===== src/rtl/rmfrf_ram.sv =====
module rmfrf_ram #(
  parameter int WIDTH = 8,
  parameter int DEPTH = 16
) (
  input  logic                     clk,
  input  logic                     wr_en,
  input  logic [$clog2(DEPTH)-1:0] wr_addr,
  input  logic [WIDTH-1:0]         wr_data,
  input  logic                     rd_en,
  input  logic [$clog2(DEPTH)-1:0] rd_addr,
  output logic [WIDTH-1:0]         rd_data
);

  logic [WIDTH-1:0] mem [DEPTH];

  always_ff @(posedge clk) begin
    if (wr_en) begin
      mem[wr_addr] <= wr_data;
    end
    if (rd_en) begin
      rd_data <= mem[rd_addr];
    end
  end

endmodule


===== config.mk =====
export PLATFORM = sky130hd
export DESIGN_NAME = rmfrf_ram
export DESIGN_NICKNAME = d
export VERILOG_FILES = /design/src/rtl/rmfrf_ram.sv
export SDC_FILE = /design/constraint.sdc
export NUM_CORES = 1
export LEC_CHECK = 0
export ABC_AREA = 1
export BUFFER_PORTS_ARGS = -buffer_cell sky130_fd_sc_hd__buf_2
export CAP_MARGIN = 25
export CORE_MARGIN = 2
export CORE_UTILIZATION = 30
export CTS_BUF_LIST = sky130_fd_sc_hd__clkbuf_2 sky130_fd_sc_hd__clkbuf_4 sky130_fd_sc_hd__clkbuf_8
export DETAILED_ROUTE_END_ITERATION = 8
export HOLD_SLACK_MARGIN = 0.03
export REMOVE_ABC_BUFFERS = 1
export SYNTH_ARGS = -nofsm -noshare
export SYNTH_HDL_FRONTEND = slang
export SYNTH_SLANG_ARGS = --single-unit

===== constraint.sdc =====
create_clock -name clk -period 1.4 [get_ports clk]
set_clock_uncertainty 0.15 [all_clocks]
set_input_delay 0 -clock clk [delete_from_list [all_inputs] [get_ports clk]]
set_output_delay 0 -clock clk [all_outputs]
set_load 0.1 [all_outputs]

==> results.cfg <==
[outcome]
status = complete, no violations

[route]
wl_per_cell_um = 13.8
ant_nets = 0
wirelength_mm = 12.4
drt-initial-drc-count = 276
drc = 0
via_per_inst = 4.27
num_vias = 3815
drtPass1Iterations = 5

[timing]
relSlewSlack_pct = 58.4
hold_viol = 0
rsz0062_at_grt = false
setup_viol = 0
min_period_over_period_pct = 94.4
setup_tns_ns = 0
maxSlewViolCount = 0
setup_ws_ns = 0.0790
tightest_slew_ns = 0.622
fin_crit_ns = 1.32
fmax_mhz = 757

[logic_synthesis]
synth_top_cell_by_area = edfxtp_1
yosys_warnings = 0
ys_seq_area_share_pct = 69.8
synth_cell_types = 11
synth_seq_cells = 136
postSynthAreaPerCell_sq_um = 10.6
synth_top_area_share_pct = 69.8
syn_inst = 551
netlist_area_sq_um = 5850
synthTopCellsByArea = edfxtp_1 (70%), nand2_1 (11%), nand3_1 (8.3%), inv_1 (6.4%), buf_6 (1.2%)

[finish]
final_common_cell = nand2_1
drive_gt1_share_pct = 13.2
syn2layout_area_growth_pct = 19.6
diodes = 0
layout_common_cells = nand2_1 (173), edfxtp_1 (136), inv_1 (100)
nets = 635
fill_cells = 1912

[worst_hold_path]
hold_path_class = in -> reg

[power]
power_frac_clock_pct = 38.2
seq_power_share_pct = 53.3
leakagePower_nw = 2.97
switching_share_pct = 22.1
ir_worst_vdd_uv = 543
power.density_nw_per_um2 = 1240
pwr-share-comb_pct = 8.5
intPower_w = 0.00674
power.switching_w = 0.00192

[place]
port_buffers = 26
gp_congestion = 0.792
hpwl_mm = 7.99
post-place-ws_ns = 0.0133

[grt]
antenna_found_initial = 0
grt_usage_pct = 13.0
grt_pass1_vias = 3752
grt-ovfl-total = 0
grt_max_degree = 60
grt_pass1_wl_mm = 19.6

[clocking]
cts_setup_buffers = 0
cts_root_buffer = clkbuf_8
clk_latency_ns = 0.44
cts_buffers = 17
h-tree-depth = 4
clk_pin_slew_ns = 0.07
clockBufferDepth = 2
cts_tree = yes
cts_sinks = 136

[worst_setup_path]
worst-path-buf-inv = 1
cp_max_fo = 1
critical-path-max-stage-delay_ns = 0.42
critPathCaptureType = output port
slowest_stage = buf_2
worstPathCellList = buf_2
start_kind = register
cp.arrival_ns = 1.17
cp_top_family = buffers and inverters
worstSetupPathType = reg -> out
required_ns = 1.25

[floorplan]
io_pins = 27
die-width_um = 144
die_h_um = 144
initial_utilization_pct = 30.3
die-area_sq_um = 20600
core_sq_um = 19300
rows = 51

[run]
maxCapViolations = 0
==> Yosys cell counts, drive strengths merged <==
master	n
buf	24
edfxtp	136
inv	102
nand2	173
nand3	97
nand3b	2
nor2	17
==> per-layer routing <==
metal  global-route usage (%)  wire length, um  vias to the layer above
li1                         -                -                     1908
met1                     16.3             5520                     1792
met2                     20.8             5900                      105
met3                     4.03              774                       10
met4                     5.57              153                        0
met5                        0                0                        -
==> kinds of logic (layout without fill, tap and decap cells) <==
group / count (synthesis) / in the layout / synth area share (%)
simple gates: 289 / 289 / 20.8
flops: 136 / 136 / 69.8
buf+inv: 126 / 203 / 9.39
==> state kept, by name (all words and copies together) (netlist names) <==
register  count
mem         128
rd_data       8
==> path summary, 6_finish.rpt <==
kind                                  from  slack [ns]  cells past startpoint    endpoint
worst min register to register   mem[2][1]        0.58                      6  rd_data[1]
worst max register to register   mem[4][3]        0.15                      6  rd_data[3]
worst min-delay path            wr_addr[2]        0.07                      5   mem[3][5]
worst max-delay path            rd_data[7]        0.08                      1  rd_data[7]
==> final cells by class <==
class	count	area [sq um]	area share, %
repair buffers	70	576	8.23
flip-flops and latches	136	4080	58.4
well taps	265	332	4.74
clock buffers	19	249	3.56
clock inverters	12	158	2.25
inverters	102	383	5.47
multi-input cells	289	1210	17.4
==> power by group through the flow <==
stage | sequential, W | clock, W | combinational [W]
finish | 0.00461 | 0.00331 | 0.000736
global route | 0.00462 | 0.00355 | 0.000810
CTS | 0.00461 | 0.00338 | 0.000745
detailed placement | 0.00470 | 0 | 0.000701
global placement | 0.00470 | 0 | 0.000694
floorplan | 0.00484 | 0 | 0.000246
==> worst reg2reg max path, cell delays in order, from the launching register on <==
cell	delay (ns)
edfxtp_1	0.37
inv_1	0.07
nand2_1	0.05
nand3_1	0.07
nand3_1	0.10
nand3_1	0.13
nand2_1	0.07
==> per-stage QoR <==
| step | utilization (%) | hold slack (ns) | cell area (sq um) | total power, W | std cells |
|---|---|---|---|---|---|
| floorplan | - | -0.0511 | 5680 | 0.00508 | 527 |
| global placement | 33.3 | 0.247 | 6410 | 0.00539 | 846 |
| detailed placement | 33.3 | 0.252 | 6410 | 0.00540 | 846 |
| CTS | 36.3 | 0.0315 | 6990 | 0.00873 | 893 |
| global route | 36.3 | 0.0769 | 6990 | 0.00897 | 893 |
| finish | 36.3 | 0.0672 | 6990 | 0.00866 | 893 |
==> what timing repair did <==
| item | CTS | global route |
|---|---|---|
| resized for setup | 5 | 0 |
| endpoints found under the setup margin | 5 | 0 |
| hold buffers | 16 | 0 |
| endpoints found under the hold margin | 183 | 0 |
(Power assumes the default switching activity.)
