==> config.mk <==
export PLATFORM = sky130hd
export DESIGN_NAME = rmfrf_clip
export DESIGN_NICKNAME = d
export VERILOG_FILES = /design/src/rtl/rmfrf_pkg.sv /design/src/rtl/rmfrf_clip.sv
export SDC_FILE = /design/constraint.sdc
export NUM_CORES = 1
export LEC_CHECK = 0
export BUFFER_PORTS_ARGS = -buffer_cell sky130_fd_sc_hd__buf_2
export CELL_PAD_IN_SITES_DETAIL_PLACEMENT = 0
export CELL_PAD_IN_SITES_GLOBAL_PLACEMENT = 1
export CORE_AREA = 8 8 86 88
export DETAILED_ROUTE_END_ITERATION = 16
export DIE_AREA = 0 0 94 96
export PLACE_DENSITY = 0.89
export SETUP_SLACK_MARGIN = 0.02
export SLEW_MARGIN = 25
export SYNTH_ARGS = -nofsm -noshare
export SYNTH_HDL_FRONTEND = slang
export SYNTH_SLANG_ARGS = --single-unit
==> constraint.sdc <==
create_clock -name vclk -period 14.56
set_input_delay 2.912 -clock vclk [all_inputs]
set_output_delay 2.912 -clock vclk [all_outputs]
set_load 0.02 [all_outputs]
==> src/rtl/rmfrf_pkg.sv <==
package rmfrf_pkg;

  // Panel geometry (landscape). Logical view is portrait.
  localparam int PANEL_WIDTH  = 800;
  localparam int PANEL_HEIGHT = 480;
  localparam int ROW_BYTES    = 100;

  localparam int STORE_DEPTH = ROW_BYTES * PANEL_HEIGHT;
  localparam int ADDR_W      = $clog2(STORE_DEPTH);

  // Field widths fixed by the interface.
  localparam int IN_COORD_W = 11;
  localparam int BYTE_ADDR_W = 16;
  localparam int DATA_W      = 8;

  // Signed working width for clipping: holds sums of two fields and the
  // panel extents.
  localparam int COORD_W = 13;

  localparam int X_W   = $clog2(PANEL_HEIGHT);
  localparam int ROW_W = $clog2(PANEL_HEIGHT + 1);
  localparam int COL_W = $clog2((PANEL_WIDTH + 7) / 8 + 1);

  localparam logic signed [COORD_W-1:0] PH_S = COORD_W'(PANEL_HEIGHT);
  localparam logic signed [COORD_W-1:0] PW_S = COORD_W'(PANEL_WIDTH);
  localparam logic signed [COORD_W-1:0] RB_S = COORD_W'(ROW_BYTES);

  localparam logic [DATA_W-1:0] BYTE_WHITE = '1;
  localparam logic [2:0]        BIT_LAST   = 3'd7;

  localparam logic OP_FILL = 1'b0;
  localparam logic OP_READ = 1'b1;

  typedef enum logic [2:0] {
    ST_CLEAR,
    ST_IDLE,
    ST_SETUP,
    ST_BASE,
    ST_RUN,
    ST_DRAIN,
    ST_RDWAIT
  } state_t;

  // Clipped fill window, in bytes per panel row.
  typedef struct packed {
    logic             empty;
    logic [X_W-1:0]   x0;
    logic [ROW_W-1:0] rows;
    logic [COL_W-1:0] col0;
    logic [COL_W-1:0] col1;
    logic [2:0]       lo;
    logic [2:0]       hi;
  } clip_t;

endpackage

==> src/rtl/rmfrf_clip.sv <==
module rmfrf_clip (
  input  logic signed [rmfrf_pkg::IN_COORD_W-1:0] left,
  input  logic signed [rmfrf_pkg::IN_COORD_W-1:0] top,
  input  logic signed [rmfrf_pkg::IN_COORD_W-1:0] span_x,
  input  logic signed [rmfrf_pkg::IN_COORD_W-1:0] span_y,
  output rmfrf_pkg::clip_t                        clip
);

  localparam int CW = rmfrf_pkg::COORD_W;

  logic signed [CW-1:0] xs, ws, xe, x0, x1;
  logic signed [CW-1:0] ys, hs, ye, y0, y1, ylast;
  logic signed [CW-1:0] col0_s, coll_s, rows_s;
  logic                 col_beyond;

  always_comb begin
    xs = CW'(left);
    ws = CW'(span_x);
    ys = CW'(top);
    hs = CW'(span_y);
    xe = xs + ws;
    ye = ys + hs;
    x0 = (xs < 0) ? '0 : xs;
    y0 = (ys < 0) ? '0 : ys;
    x1 = (xe > rmfrf_pkg::PH_S) ? rmfrf_pkg::PH_S : xe;
    y1 = (ye > rmfrf_pkg::PW_S) ? rmfrf_pkg::PW_S : ye;
    ylast  = y1 - CW'(1);
    rows_s = x1 - x0;
    col0_s = y0 >>> 3;
    coll_s = ylast >>> 3;
    // Guard for a last byte column past the row end: it is clamped to the row's last byte.
    col_beyond = (coll_s >= rmfrf_pkg::RB_S);

    clip.empty = (ws <= 0) || (hs <= 0) || (x1 <= x0) || (y1 <= y0) ||
                 (col0_s >= rmfrf_pkg::RB_S);
    clip.x0    = x0[rmfrf_pkg::X_W-1:0];
    clip.rows  = rows_s[rmfrf_pkg::ROW_W-1:0];
    clip.col0  = col0_s[rmfrf_pkg::COL_W-1:0];
    clip.col1  = col_beyond ? rmfrf_pkg::COL_W'(rmfrf_pkg::ROW_BYTES - 1)
                            : coll_s[rmfrf_pkg::COL_W-1:0];
    clip.lo    = y0[2:0];
    clip.hi    = col_beyond ? rmfrf_pkg::BIT_LAST : ylast[2:0];
  end

endmodule

==> results by group <==
Final layout
  • Fin util: 46.1%
  • Area delta synth->final: 21.8%
  • Register area: 0 sq um
  • Fraction of layout cells with a size suffix above 1: 23.4%
  • Clock buf count: 0
  • Seq_cells: 0
  • Layout Nets: between 500 and 600
  • N_diodes: 0
  • # fillers: between 600 and 700
  • Most frequent cells in the layout: 83 x buf_2, 37 x ha_1, 31 x nand2_1, 30 x nor2_1, 28 x a21oi_1
  • Most common cell after layout, fill and taps aside: buf_2

Detailed routing
  • Number of vias per cell: about 5.5
  • # DRC: 0
  • Routed Antenna Nets: 0
  • Wire length per cell: about 15 microns
  • Drt initial violations: 84
  • DRT Pass-1 Iters: 4
  • Final WL: just over 7 mm
  • Via count: 2742

STA
  • Fin crit share: about three quarters
  • Fmax: roughly 93 MHz
  • # setup viols final: 0
  • Hold Vio Cnt, Final: 0
  • Max-slew headroom: between 50% and 60%
  • Worst-margin pin slew: between 600 and 700 ps
  • Final Critical Period: approximately 11000 ps
  • Final slew viol count: 0
  • Setup TNS: 0 ps
  • RSZ-0062 raised after global routing: no

Flow run
  • Max cap viols: 0

Floorplan
  • DIE HEIGHT: around 96 microns
  • Die Wd: approximately 94 microns
  • Top-level I/O count: 83
  • Die Area: between 9000 and 10000 sq um
  • Starting density of the core: 37.9%
  • Core Box Area: just over 6000 sq um
  • Num rows: 29

Pwr
  • Leakage power: ~0.0014 uW
  • Maximum vdd drop: roughly 0.000052 V
  • Power density over cell area: about 78 nW/um^2

Synth
  • Synth warn: 0
  • Yosys cell types: 57
  • Cell area after synthesis: between 2000 and 2500 sq um
  • Syn Inst Count: between 300 and 400
  • Register area share after synthesis: 0%
  • Synthesized Nets: ~420
  • Syn Area/Cell: 6.83 sq um

GRT
  • Tot GR Track Use: between 10% and 20%
  • Total gr overflow: 0
  • First-pass GRT wire length: 11.6 mm
  • Number of global-route vias before repair: 2639
  • Largest net degree at the start of global routing: 12
  • Initial antenna violation count: 0

Clock network
  • Post-CTS Resized: 0
  • Postcts setup bufs: 0
  • CTS Hold Bufs: 0

Critical path
  • Worst setup path end: clip[38]
  • Req. time, crit path: about 12000 ps
  • Crit start category: input port
  • Type of the worst setup path: input port to primary output
  • Crit end category: primary output
  • Crit-path max FO: 9
  • CP arrival: between 7000 and 8000 ps
  • Worst setup path start: left[0]

Placement
  • Dpl hpwl: roughly 6.4 mm
  • Routability congestion estimate: approximately 0.85
  • Port bufs: just over 80

Worst hold path
  • Min-Delay Path Class: input port to primary output

Status
  • Status: finished clean
Yosys cell counts (3+ instances only):
master | instances | share of area, %
nand3_1 | 7 | 1.5
ha_1 | 37 | 20
nor2b_1 | 10 | 2.7
nand2_1 | 31 | 5.0
o21ai_0 | 15 | 3.3
a211oi_1 | 4 | 1.3
a21boi_0 | 3 | 0.98
o21bai_1 | 4 | 1.3
and2_1 | 5 | 1.4
or2_2 | 6 | 1.6
o21ai_1 | 3 | 0.65
or3_1 | 6 | 1.6
inv_1 | 26 | 4.2
nor4_1 | 6 | 1.6
xnor2_1 | 15 | 5.7
a21oi_1 | 28 | 6.1
nand4_1 | 5 | 1.4
nor3_1 | 10 | 2.2
fa_1 | 3 | 2.6
nand2b_1 | 18 | 4.9
xor2_1 | 5 | 1.9
or4_1 | 3 | 0.98
o31ai_1 | 3 | 0.98
a21o_1 | 9 | 2.9
o211a_1 | 3 | 1.3
o21a_1 | 5 | 1.6
nor2_1 | 30 | 4.9
stage by stage:
stage               std cells  hold WS, ps  cell area (sq um)  total power, uW  setup slack (ps)
floorplan                 338         5910               2310              159              4710
global placement          496         6190               2810              216              4190
detailed placement        496         6190               2810              218              3890
CTS                       496         6190               2810              219              3870
global route              496         6240               2810              242              3320
finish                    496         6190               2810              219              3830
logic make-up (layout without fill, tap and decap cells):
family                   count (synthesis)  in the layout  share of synthesized area [%]
AO/OA/AOI/OAI                          104            104                           32.1
XOR/XNOR                                21             21                           8.29
adder cells (fa/ha/maj)                 40             40                           22.7
buffers and inverters                   28            109                           4.61
AND/OR/NAND/NOR                        145            145                           32.3
power by group:
part / switching (uW) / internal [uW] / leakage, uW
Sequential: 0 / 0 / 0
Clock: 0 / 0 / 0
Combinational: 134 / 84.7 / 0.00140
layer usage:
layer | up-vias | GRT usage [%] | part of all wire [%]
li1 | 1415 | - | -
met2 | 71 | 27.9 | 48
met5 | - | 0 | 0
met4 | 0 | 1.72 | 0.79
met3 | 6 | 2.11 | 6.2
met1 | 1250 | 18.6 | 45
worst min path at each step:
stage,startpoint,to,slack [ps],cells past startpoint
floorplan,left[10],clip[29],5910,1
global placement,left[2],clip[31],6190,4
detailed placement,left[2],clip[31],6190,4
CTS,left[2],clip[31],6190,4
global route,left[2],clip[31],6240,4
finish,left[2],clip[31],6190,4
layout make-up:
type / instances / area (sq um) / share of cell area [%]
Tap cell: 77 / 96.3 / 3.43
Inverter: 26 / 97.6 / 3.47
Multi-Input combinational cell: 310 / 2200 / 78.3
Timing Repair Buffer: 83 / 415 / 14.8
worst max-delay path, cell delays in order:
cell,delay [ps]
buf_2,100
ha_1,220
fa_1,410
a21o_1,190
a21oi_1,220
o21bai_1,90
a21oi_1,210
o21ai_0,200
a2111oi_0,600
a21oi_1,310
nor2b_1,210
ha_1,260
nor2b_1,130
o21ai_0,200
a21boi_0,140
o21ai_0,230
a21boi_0,180
o31a_1,280
o41ai_1,240
a311oi_1,80
o311ai_1,150
buf_2,240
Note: power is estimated with default switching activity, not from simulation.
